[src/hdl/gscl_pkg.sv]
// Shared types and constants for the glyph slot cache lookup block.
// Used by the scan unit, the top level and the checkers; depends on nothing.
`default_nettype none

package gscl_pkg;

  localparam int SLOTS_DEF    = 256;
  localparam int PERM_BIT_DEF = 7;

  localparam int CODE_W     = 16;
  localparam int CNT_W      = 16;
  localparam int ATTR_W     = 8;
  localparam int SLOT_IDX_W = 8;
  localparam int FREQ_SHIFT = 5;

  localparam logic [CNT_W-1:0] COUNT_MAX = {CNT_W{1'b1}};

  // One slot of the cache as it sits in the RAM.
  typedef struct packed {
    logic [CODE_W-1:0] code;
    logic [CNT_W-1:0]  count;
    logic [ATTR_W-1:0] attr;
  } entry_t;

  localparam int ENTRY_W = $bits(entry_t);

  // Control from the sequencer to the scan unit.
  typedef struct packed {
    logic start;
    logic eval;
  } scan_ctl_t;

endpackage

`default_nettype wire

[src/hdl/gscl_scan.sv]
// Compare unit: checks one slot per cycle for a hit and tracks the
// lowest free slot and the eviction candidate. Depends on gscl_pkg.
`default_nettype none

module gscl_scan #(
  parameter int SLOTS    = gscl_pkg::SLOTS_DEF,
  parameter int PERM_BIT = gscl_pkg::PERM_BIT_DEF
) (
  input  wire logic                          clk,
  input  wire logic                          rst_n,
  input  wire gscl_pkg::scan_ctl_t           ctl,
  input  wire logic [$clog2(SLOTS)-1:0]      idx,
  input  wire gscl_pkg::entry_t              ent,
  input  wire logic [gscl_pkg::CODE_W-1:0]   code,
  input  wire logic [gscl_pkg::ATTR_W-1:0]   attr,
  output logic                               hit_now,
  output logic                               free_ok,
  output logic [$clog2(SLOTS)-1:0]           free_slot,
  output logic                               victim_ok,
  output logic [$clog2(SLOTS)-1:0]           victim_slot
);
  import gscl_pkg::*;

  localparam int AW = $clog2(SLOTS);
  localparam logic [ATTR_W-1:0] KEEP = ~(ATTR_W'(1) << PERM_BIT);

  logic              match;
  logic              elig;
  logic              free_ok_r,  free_ok_nxt;
  logic              vic_ok_r,   vic_ok_nxt;
  logic [AW-1:0]     free_slot_r, free_slot_nxt;
  logic [AW-1:0]     vic_slot_r,  vic_slot_nxt;
  logic [CNT_W-1:0]  vic_cnt_r,   vic_cnt_nxt;

  // The permanent bit is ignored on both sides of the attribute compare.
  assign match   = (ent.code == code) && ((ent.attr & KEEP) == (attr & KEEP));
  assign elig    = ent.attr[PERM_BIT] && ((ent.count >> FREQ_SHIFT) != '0);
  assign hit_now = ctl.eval && match;

  always_comb begin
    free_ok_nxt   = free_ok_r;
    free_slot_nxt = free_slot_r;
    vic_ok_nxt    = vic_ok_r;
    vic_slot_nxt  = vic_slot_r;
    vic_cnt_nxt   = vic_cnt_r;
    if (ctl.start) begin
      free_ok_nxt = 1'b0;
      vic_ok_nxt  = 1'b0;
    end else if (ctl.eval && !match) begin
      if ((ent.code == '0) && !free_ok_r) begin
        free_ok_nxt   = 1'b1;
        free_slot_nxt = idx;
      end
      // Strict less-than keeps the lowest index among equal counts.
      if (elig && (!vic_ok_r || (ent.count < vic_cnt_r))) begin
        vic_ok_nxt   = 1'b1;
        vic_slot_nxt = idx;
        vic_cnt_nxt  = ent.count;
      end
    end
  end

  always_ff @(posedge clk) begin
    if (!rst_n) begin
      free_ok_r <= 1'b0;
      vic_ok_r  <= 1'b0;
    end else begin
      free_ok_r <= free_ok_nxt;
      vic_ok_r  <= vic_ok_nxt;
    end
  end

  always_ff @(posedge clk) begin
    free_slot_r <= free_slot_nxt;
    vic_slot_r  <= vic_slot_nxt;
    vic_cnt_r   <= vic_cnt_nxt;
  end

  assign free_ok     = free_ok_r;
  assign free_slot   = free_slot_r;
  assign victim_ok   = vic_ok_r;
  assign victim_slot = vic_slot_r;

endmodule

`default_nettype wire

[config.mk]
export PLATFORM = sky130hd
export DESIGN_NAME = gscl_scan
export DESIGN_NICKNAME = d
export VERILOG_FILES = /design/src/hdl/gscl_pkg.sv /design/src/hdl/gscl_scan.sv
export SDC_FILE = /design/constraint.sdc
export NUM_CORES = 1
export LEC_CHECK = 0
export ABC_AREA = 0
export BUFFER_PORTS_ARGS = -buffer_cell sky130_fd_sc_hd__buf_4
export CAP_MARGIN = 20
export CORE_MARGIN = 4
export CORE_UTILIZATION = 46
export CTS_BUF_LIST = sky130_fd_sc_hd__clkbuf_4 sky130_fd_sc_hd__clkbuf_8
export CTS_CLUSTER_SIZE = 24
export DETAILED_ROUTE_END_ITERATION = 10
export PLACE_DENSITY = 0.82
export SLEW_MARGIN = 0
export SYNTH_ARGS = -nofsm -noshare
export SYNTH_HDL_FRONTEND = slang
export SYNTH_SLANG_ARGS = --single-unit
[constraint.sdc]
create_clock -name clk -period 5.4 [get_ports clk]
set_clock_uncertainty 0.1 [all_clocks]
set_input_delay 0.81 -clock clk [delete_from_list [all_inputs] [get_ports clk]]
set_output_delay 0.81 -clock clk [all_outputs]
set_load 0.03 [all_outputs]
==> impl_metrics.tcl <==
set metrics [dict create \
    outcome "finished, final reports clean" \
    synth_edf_count 32 \
    fin_ws_ns 2.38 \
    numCtsBuffers 5 \
    path_cells "buf_4, xnor2_1, nand4_1, nor4_1, nand3_1, nor2_1, buf_4" \
    die_w_um 70.3 \
    routed_via_density 5.10 \
    crit_top_cell "buf_4" \
    insertion_delay_ns 0.28 \
    use_met3 0.0647 \
    rows 22 \
    die_height_um 70.3 \
    cts_setup_buffers 0 \
    clockBufferDepth 2 \
    fin_worst_hold_slack_ns 0.457 \
    grt_start_max_net_pins 19 \
    drt-pass1-iter-count 4 \
    wl_um 4270 \
    slowest_stage "nor4_1" \
    p_sw_mw 0.128 \
    ys_ff_latch 34 \
    cpPeakStageDelay_ns 0.29 \
    period_needed_ns 3.02 \
    grt_usage 0.177 \
    min_path_type "reg2reg" \
    cap_viol_max_count 0 \
    drtIter0Drc 93 \
    slew_violations 0 \
    use_met1 0.188 \
    port_buffers 93 \
    yosys_warnings 0 \
    cp.required_ns 4.49 \
    coreArea_um2 3720 \
    synth.avg_cell_area_um2 12.8 \
    synth_top_area_frac 0.538 \
    start_util 0.481 \
    cts.sinks 34 \
    synth.distinct_cells 24 \
    synthCells 140 \
    power.internal_mw 0.502 \
    fmax_mhz 332 \
    pre_cts_slack_ns 2.14 \
    seq_power_share 0.471 \
    synth_seq_area_share 0.560 \
    power.density_nw_per_um2 236 \
    grt_pass1_wl_um 6830 \
    comb_power_share 0.162 \
    syn_area_um2 1790 \
    ys_async_sr_fraction 0 \
    synthTopCellsByArea "edfxtp_1 54%, ha_1 11%, xnor2_1 7.8%, inv_1 3.6%, xor2_1 3.4%" \
    clock_power_share 0.368 \
    post-route-drc-count 0 \
    via_count 1480 \
    busiest_layer "met2" \
    worstPathArrival_ns 2.11 \
    p_sw_frac 0.204 \
    post_drt_wl_per_cell_um 14.7 \
    cts_resized 0 \
    grt.met2_usage 0.315 \
    drtAntennaViolNets 0 \
    htree_levels 2 \
    setup.worst_path.class "in2out" \
    cp_max_fo 5 \
    cp-end-kind "output pin" \
    synth_largest_area_cell "edfxtp_1" \
    clk_pin_slew_ns 0.06 \
    drive_gt1_frac 0.434 \
    power_mw 0.630 \
    gr-total-overflow 0 \
    setup_viol 0 \
    ios 95 \
    area_delta_synth_final_pct 49.7 \
    ir_drop_uv 77.9 \
    synth_fp_nets 231 \
    diodes 0 \
    cp-start-kind "input port" \
    fin_nets 332 \
    slew_headroom 0.670 \
    hold_violations 0 \
    worst_slew_pin_slew_ns 0.493 \
    cts_tree "yes" \
    dp_hpwl_um 3670 \
    final.setup.tns_ns 0 \
    antenna_found_initial 0 \
    clockRootBuffer "clkbuf_8" \
    ys.flop_type "edfxtp_1" \
    finalCritPeriodShare 0.558 \
    rsz0062_at_grt "no" \
    dieArea_um2 4950 \
    gp_congestion 0.790 \
    grt_pass1_vias 1623 \
    cts_hold_buf 0 \
    p_leak_nw 1.18 \
]
[flip-flops by register name, indices dropped and copies added (netlist names)]
| signal | cells |
|---|---|
| victim_ok | 1 |
| victim_slot | 8 |
| vic_cnt_r | 16 |
| free_slot | 8 |
| free_ok | 1 |
[through the flow]
stage	std cells	cell area [um2]	util
floorplan	140	1790	-
global route	290	2680	0.720
finish	290	2680	0.720
CTS	290	2680	0.720
detailed placement	282	2560	0.689
global placement	282	2560	0.689
[metal layers]
metal / routed length, um / vias up
met1: 1550 / 675
met2: 2250 / 76
met3: 420 / 6
li1: - / 723
met4: 51 / 0
met5: 0 / -
[cells in the mapped netlist (3+ instances only)]
library cell	instances
a21oi_1	6
edfxtp_1	32
ha_1	15
inv_1	17
nand2_1	4
nand4_1	7
nor2_1	4
nor3_1	5
nor4_1	9
o21ai_0	3
xnor2_1	16
xor2_1	7
[placed cells by master (no fill, tap or decap), types with 2 or more instances in the layout]
cell type,count
buf_4,94
a32o_1,2
clkbuf_8,5
clkbuf_4,2
o21ai_0,3
nand3_1,2
dfxtp_1,2
a21oi_1,6
nand2_1,4
nor3_1,5
ha_1,15
nand4_1,7
inv_1,17
nor4_1,9
xor2_1,7
edfxtp_1,32
xnor2_1,16
nor2_1,4
[path summary, 6_finish.rpt]
| path | start | end | slack (ns) | depth (start not counted) |
|---|---|---|---|---|
| max | code[4] | hit_now | 2.38 | 7 |
| min | free_ok | free_ok | 0.46 | 1 |
| max reg2reg | vic_cnt_r[1] | victim_slot[3] | 2.72 | 7 |
| min reg2reg | free_ok | free_ok | 0.46 | 1 |
[critical path: cells and delay by family]
kind / cells / cell delay [ns]
simple gates: 4 / 0.83
buf+inv: 2 / 0.30
xor+xnor: 1 / 0.16
[area by class of cell]
class	count	area, um2
clock buffers	7	83.8
clock inverters	1	30.0
fillers	278	1040
inverters	17	63.8
multi-input cells	89	731
flip-flops and latches	34	1000
well taps	48	60.1
repair buffers	94	706
[power by group through the flow]
stage | logic, mW | registers (mW) | clock network [mW]
after floorplan | 0.0367 | 0.306 | 0
after global placement | 0.0997 | 0.302 | 0
after detailed placement | 0.103 | 0.302 | 0
after CTS | 0.103 | 0.297 | 0.235
after global routing | 0.112 | 0.297 | 0.245
final | 0.102 | 0.297 | 0.232
[cell families after synthesis]
logic type      Yosys count  synth area share
compound gates           15            0.0651
xor+xnor                 23             0.113
fa+ha+maj                15             0.105
buf+inv                  17            0.0357
flops                    34             0.560
simple gates             36             0.121
(Power assumes the default switching activity.)
