### src/hdl/gscl_ram.sv
// Generic single-write, single-read RAM with registered read data.
// Depends on nothing; holds the slot store of the cache.
`default_nettype none

module gscl_ram #(
  parameter int WIDTH = 8,
  parameter int DEPTH = 16
) (
  input  wire logic                     clk,
  input  wire logic                     we,
  input  wire logic [$clog2(DEPTH)-1:0] waddr,
  input  wire logic [WIDTH-1:0]         wdata,
  input  wire logic [$clog2(DEPTH)-1:0] raddr,
  output logic      [WIDTH-1:0]         rdata
);

  logic [WIDTH-1:0] mem [DEPTH];

  always_ff @(posedge clk) begin
    if (we) begin
      mem[waddr] <= wdata;
    end
    rdata <= mem[raddr];
  end

endmodule

`default_nettype wire

### config.mk
export PLATFORM = sky130hd
export DESIGN_NAME = gscl_ram
export DESIGN_NICKNAME = d
export VERILOG_FILES = /design/src/hdl/gscl_ram.sv
export SDC_FILE = /design/constraint.sdc
export NUM_CORES = 1
export LEC_CHECK = 0
export ABC_AREA = 1
export BUFFER_PORTS_ARGS = -buffer_cell sky130_fd_sc_hd__buf_2
export CAP_MARGIN = 20
export CORE_MARGIN = 4
export CORE_UTILIZATION = 45
export DETAILED_ROUTE_END_ITERATION = 8
export PLACE_DENSITY = 0.69
export SKIP_CTS_REPAIR_TIMING = 1
export SYNTH_ARGS = -nofsm -noshare
export SYNTH_HDL_FRONTEND = slang
export SYNTH_SLANG_ARGS = --single-unit
### constraint.sdc
create_clock -name clk -period 1 [get_ports clk]
set_input_delay 0.1 -clock clk [delete_from_list [all_inputs] [get_ports clk]]
set_output_delay 0.1 -clock clk [all_outputs]
set_load 0.01 [all_outputs]
==> summary.md, run 1 <==
| Metric | Value |
|---|---|
| Max incr delay on CP | 0.37 ns |
| Most common library cells after synthesis | nand2_1, edfxtp_1, inv_1 |
| Post-Syn Area per Cell | 10.5 sq um |
| FF+latch area | roughly 0.004 sq mm |
| RSZ-0062 raised after global routing | true |
| Maximum Capacitance Violations | 0 |
| GR Overflow Total | 0 |
| CTS Sinks | about 140 |
| Async set or reset register ratio after synthesis | 0% |
| Largest area contributor in the netlist | edfxtp_1 |
| Final hold viol count | 0 |
| Initial DRC Count | between 400 and 500 |
| # DRC | 0 |
| Post-synthesis xor/xnor area fraction | 0% |
| Overall power | between 0.01 and 0.015 W |
| Worst Skew | 0.00856 ns |
| Vias per inst | approximately 4.8 |
| Synth cell types | 12 |
| Maximum clock path buffer count | 2 |
| Area grow syn2layout | 20.2% |
| Fmax | just over 1000 MHz |
| CTS tree | yes |
| Top cell by count, worst path | nand2_1 |
| Num rows | just over 40 |
| DR vias | between 3000 and 4000 |
| WP data required | around 1.3 ns |
| Die Span X | approximately 120 um |
| Worst-path fanout max | 1 |
| Top-count cell post-synth | nand2_1 |
| Final setup viols | 0 |
| Mapped Nets | around 570 |
| Fin crit share | roughly 98% |
| # port buffers | 25 |
| Worst-Margin Slew | between 0.3 and 0.4 ns |
| Post-synthesis mux area share | 0% |
| Synth warn | 0 |
| CTS root buffer | clkbuf_16 |
| # fillers | approximately 1100 |
| Post-synthesis sequential area ratio | a little over two thirds |
| Layout cell share with drive strength beyond 1 | ~17% |
| Leakage | 3.01 nW |
| Clk Latency, worst-skew pair | a little over 0.4 ns |
| Synth Area in Adders | 0% |
| Compound-gate portion of the synthesized area | 0% |
| GRT Util Overall | 18.4% |
| Die Ht | ~120 um |
| Syn Std Cell Area | slightly below 0.006 sq mm |
| Vias in the first global route | ~3600 |
| Slew headroom | about 75% |
| Final Slew Violations | 0 |
| Critical Path AT | approximately 1.3 ns |
| R2R Setup Slk | ~0.016 ns |
| Top post-synthesis cells by area | edfxtp_1, nand2_1, nand3_1 |
| Nets@finish | between 600 and 700 |
| Status | finished clean |
| First drt pass iteration count | 5 |
| Worst Setup Start Kind | flip-flop |
| Inserted Clock Buffers | 17 |
| Critical path class | flip-flop to flip-flop |
| Combinational family with the most area after synthesis | simple AND/OR/NAND/NOR gates |
| Antenna diodes | 0 |
| EDFF count, synth | around 130 |
| First-pass GRT wire length | 19.8 mm |
| Area of the multi-input gates | ~0.0013 sq mm |
| PD cells | between 1500 and 2000 mW/mm^2 |
| I/O pin count | 26 |
| Core Region | around 0.013 sq mm |
| WL/cell | 15.9 um |
| Initial Util | a little under half |
| Largest net degree at the start of global routing | 34 |
| Register bit total from synthesis | 136 |
| Total wire length | 12.5 mm |
| Initial antenna violation count | 0 |
| Ys flop type | edfxtp_1 |
| Area share of and/or/nand/nor cells after synthesis | between 20% and 30% |
| Die area | 0.0147 sq mm |
| Gpl congestion | around 0.86 |
| Critical-path cell list | nand2_1, nand2_1, nand2_1, nand3_2, nand3_1, nand2_1 |
| Dpl hpwl | just under 8 mm |
| Hold Crit Class | input port to flip-flop |
| Setup TNS | 0 ns |
| # H-tree levels | 4 |
| Worst path slowest cell | edfxtp_1 |
| IR drop worst, VDD | 1640 uV |
| Clock transition at the registers of the reported paths | roughly 0.050 ns |
| Cells after synthesis | 551 |
| Crit. End Element | flip-flop |
| Detail Route Antenna Nets | 0 |
| Final critical path time including I/O delays and setup | between 0.9 and 1 ns |
| Final Core Density | 55.2% |
| Post-synth top area share | between 60% and 70% |
[worst max-delay path, delay by kind of cell, from the launching register on]
kind | cells | cell delay, ns
DFF | 1 | 0.37
and+or+nand+nor | 6 | 0.50
[sequential cells by signal, indices dropped and copies added, names as in the netlist]
register / flops
rdata: 8
mem: 128
[per-layer routing]
metal	wire (um)	global-route usage [%]	vias to the layer above	part of all wire, %
met4	107	5.32	0	0.86
li1	-	-	1876	-
met1	5470	24.7	1787	44
met3	693	5.03	8	5.5
met2	6220	29.6	125	50
met5	0	0	-	0
[final timing paths]
check / startpoint / end / cells past startpoint
max: mem[2][3] / rdata[3] / 6
min: raddr[2] / rdata[1] / 4
max reg2reg: mem[2][3] / rdata[3] / 6
min reg2reg: mem[15][7] / rdata[7] / 6
[final cells by class]
type / count / share of cell area, %
inverter: 102 / 5.52
tap: 172 / 3.10
timing repair buffer: 56 / 6.96
clock buffer: 28 / 7.16
multi-input combinational: 289 / 18.8
clock inverter: 4 / 0.650
sequential: 136 / 57.8
[power breakdown]
part / switching [W] / internal, W / total, W
Sequential: 0.0000351 / 0.00638 / 0.00641
Combinational: 0.000580 / 0.000302 / 0.000882
Clock: 0.00207 / 0.00360 / 0.00567
[cell usage in the layout, fill, tap and decap left out]
cell | netlist | routed
clkbuf_8 | 0 | 3
dfxtp_2 | 0 | 1
inv_2 | 2 | 2
nor2_1 | 17 | 14
inv_1 | 100 | 100
dfxtp_1 | 8 | 7
nand3b_1 | 2 | 2
buf_4 | 4 | 21
clkbuf_16 | 0 | 17
clkinv_2 | 0 | 3
bufinv_16 | 0 | 1
edfxtp_1 | 128 | 128
nand3_2 | 0 | 17
nor2_2 | 0 | 3
nand3_1 | 97 | 80
buf_12 | 0 | 10
nand2_1 | 173 | 173
buf_2 | 13 | 25
clkbuf_1 | 0 | 8
[through the flow]
stage                     worst slack (ns)  hold slack, ns  cell area, sq um  cells
final                               0.0163          0.0562              6930    787
after global routing               -0.0460          0.0779              6930    787
after detailed placement            -0.275           0.464              6310    755
after CTS                          -0.0619          0.0381              6850    787
after global placement              -0.244           0.479              6310    755
after floorplan                    -0.0508           0.199              5770    551
[logic make-up (layout without fill, tap and decap cells)]
family | Yosys count | count (layout)
buf+inv | 126 | 190
flops | 136 | 136
simple gates | 289 | 289
No activity file was read; power rests on OpenSTA's default activity.
==> run 2: changes to the inputs <==
Settings changed: CORE_ASPECT_RATIO from default to 1.1.
==> run 2 against run 1 <==
Hold slack better by 0.041 ns; routed wire length is 0.49% higher; via count is 0.74% higher; clock skew is 0.0011 ns lower; sequential power hardly changed; critical path depth stayed put; first-iteration DRC count is 33% lower; sequential share of layout area hardly changed; worst setup slack worse by 0.014 ns; critical path type unchanged; largest cell class unchanged.
==> summary.md, run 2 (same netlist as run 1, synthesis figures left out) <==
| Metric | Value |
|---|---|
| Final Slew Violations | 0 (unchanged) |
| Vias per inst | 4.95 (+2.6%) |
| Worst-path fanout max | 1 (unchanged) |
| Placement Setup Slack | -0.155 ns (+0.121 ns) |
| Max incr delay on CP | 0.37 ns (about the same) |
| Final setup viols | 0 (unchanged) |
| Critical path class | flip-flop to flip-flop |
| Commonest non-fill, non-tap cell in the layout | nand2_1 |
| RSZ-0062 raised after global routing | true |
| Core Region | 0.0126 sq mm (+0.17%) |
| Largest register by flop count | mem |
| Worst-Margin Slew | 0.403 ns (+0.0308 ns) |
| Leakage | 3.02 nW (+0.13%) |
| GR Overflow Total | 0 (unchanged) |
| Crit. End Element | flip-flop |
| Total wire length | 12.5 mm (+0.49%) |
| Leading cell types in the layout, fill and taps excluded | nand2_1, edfxtp_1, inv_1 |
| First drt pass iteration count | 4 (-1) |
| Initial antenna violation count | 0 (unchanged) |
| Minimum hold slack | 0.0970 ns (+0.0408 ns) |
| Initial DRC Count | 285 (-33%) |
| Hold Crit Class | input port to flip-flop |
| Buf/Inv on CP | 0 (unchanged) |
| Clock transition at the registers of the reported paths | 0.06 ns (about the same) |
| Maximum clock path buffer count | 2 (unchanged) |
| Die Ht | 127 um (+4.6%) |
| DR vias | 3824 (+0.74%) |
| Antenna diodes | 0 (unchanged) |
| I/O pin count | 26 (unchanged) |
| Fin crit share | 99.7% (+1.4 points) |
| Layout cell share with drive strength beyond 1 | 17.5% (+0.78 points) |
| Final critical path time including I/O delays and setup | 0.997 ns (+0.0137 ns) |
| Dpl hpwl | 8.03 mm (+2.6%) |
| Initial Util | 45.8% (-0.078 points) |
| First-pass GRT wire length | 20.4 mm (+2.9%) |
| # DRC | 0 (unchanged) |
| Detail Route Antenna Nets | 0 (unchanged) |
| CP delay by family, top | simple AND/OR/NAND/NOR gates |
| Nets@finish | 621 (+0.16%) |
| Worst path slowest cell | edfxtp_1 |
| FF+latch area | 0.00401 sq mm (about the same) |
| PnR worst setup slack | 0.00257 ns (-0.0137 ns) |
| Fmax | 1000 MHz (-1.4%) |
| Largest net degree at the start of global routing | 34 (unchanged) |
| Inserted Clock Buffers | 17 (unchanged) |
| Clk Latency, worst-skew pair | 0.41 ns (about the same) |
| # fillers | 1059 (+0.67%) |
| Max reg flops | 128 (unchanged) |
| Top cell by count, worst path | nand2_1 |
| Vias in the first global route | 3897 (+9.1%) |
| GRT Util Overall | 18.4% (about the same) |
| Slew headroom | 73.2% (-2.1 points) |
| PD cells | 1940 mW/mm^2 (+3.8%) |
| CTS root buffer | clkbuf_16 |
| Die Span X | 116 um (-4.3%) |
| Maximum Capacitance Violations | 0 (unchanged) |
| IR drop worst, VDD | 1170 uV (-29%) |
| Worst Skew | 0.00750 ns (-0.00105 ns) |
| WP data required | 1.31 ns (about the same) |
| R2R Setup Slk | 0.003 ns (about the same) |
| Area of the multi-input gates | 0.00129 sq mm (-1.3%) |
| Largest regs | mem: 128 flops, rdata: 8 flops |
| Num rows | 43 (+4.9%) |
| Gpl congestion | 0.842 (-2.6%) |
| Die area | 0.0147 sq mm (about the same) |
| # H-tree levels | 4 (unchanged) |
| Setup TNS | 0 ns (unchanged) |
| WL/cell | 16.2 um (+2.3%) |
| # port buffers | 25 (unchanged) |
| Critical Path AT | 1.31 ns (+0.03 ns) |
| CTS Sinks | 136 (unchanged) |
| Worst Setup Start Kind | flip-flop |
| CTS tree | yes |
| Area grow syn2layout | 20.4% |
| Status | finished clean |
| Final hold viol count | 0 (unchanged) |
| Critical-path cell list | nand2_1, nand2_1, nand2_1, nand3_1, nand3_2, nand2_1 |
## run 2: changes by cell type in the layout (fill, tap and decap cells not counted), sizes merged
cell and delta:
clkbuf -9, clkinvlp +5, bufinv +2, clkinv +2, buf +1
## run 2: worst paths after layout
path / from / cells past startpoint / endpoint
max reg2reg: mem[3][6] / 6 / rdata[6]
max: mem[3][6] / 6 / rdata[6]
min reg2reg: mem[12][2] / 6 / rdata[2]
min: wdata[2] / 1 / mem[2][2]
## run 2: power by group
part	internal (W)	switching [W]
Sequential	0.00638	0.0000381
Combinational	0.000296	0.000567
Clock	0.00390	0.00230
Total	0.0106	0.00290
## run 2: cell type report
class / count / share of cell area [%]
Sequential cell: 136 / 57.7
Clock buffer: 19 / 6.24
Inverter: 102 / 5.52
Multi-Input combinational cell: 289 / 18.6
Clock inverter: 13 / 2.25
Timing Repair Buffer: 57 / 6.89
Tap cell: 157 / 2.83
## run 2: per-stage QoR
stage	std cells	utilization, %	power (W)	instance area, sq um
finish	773	55.1	0.0135	6940
global route	773	55.1	0.0139	6940
CTS	773	54.6	0.0135	6870
detailed placement	741	49.9	0.00736	6280
global placement	741	49.9	0.00735	6280
floorplan	551	-	0.00699	5770
## run 2: per-layer routing
| layer | part of all wire (%) | up-vias | global-route usage [%] |
|---|---|---|---|
| met5 | 0 | - | 0 |
| met4 | 1.9 | 0 | 6.96 |
| met3 | 5.5 | 18 | 4.15 |
| met2 | 51 | 110 | 29.5 |
| met1 | 42 | 1822 | 24.4 |
| li1 | - | 1874 | - |
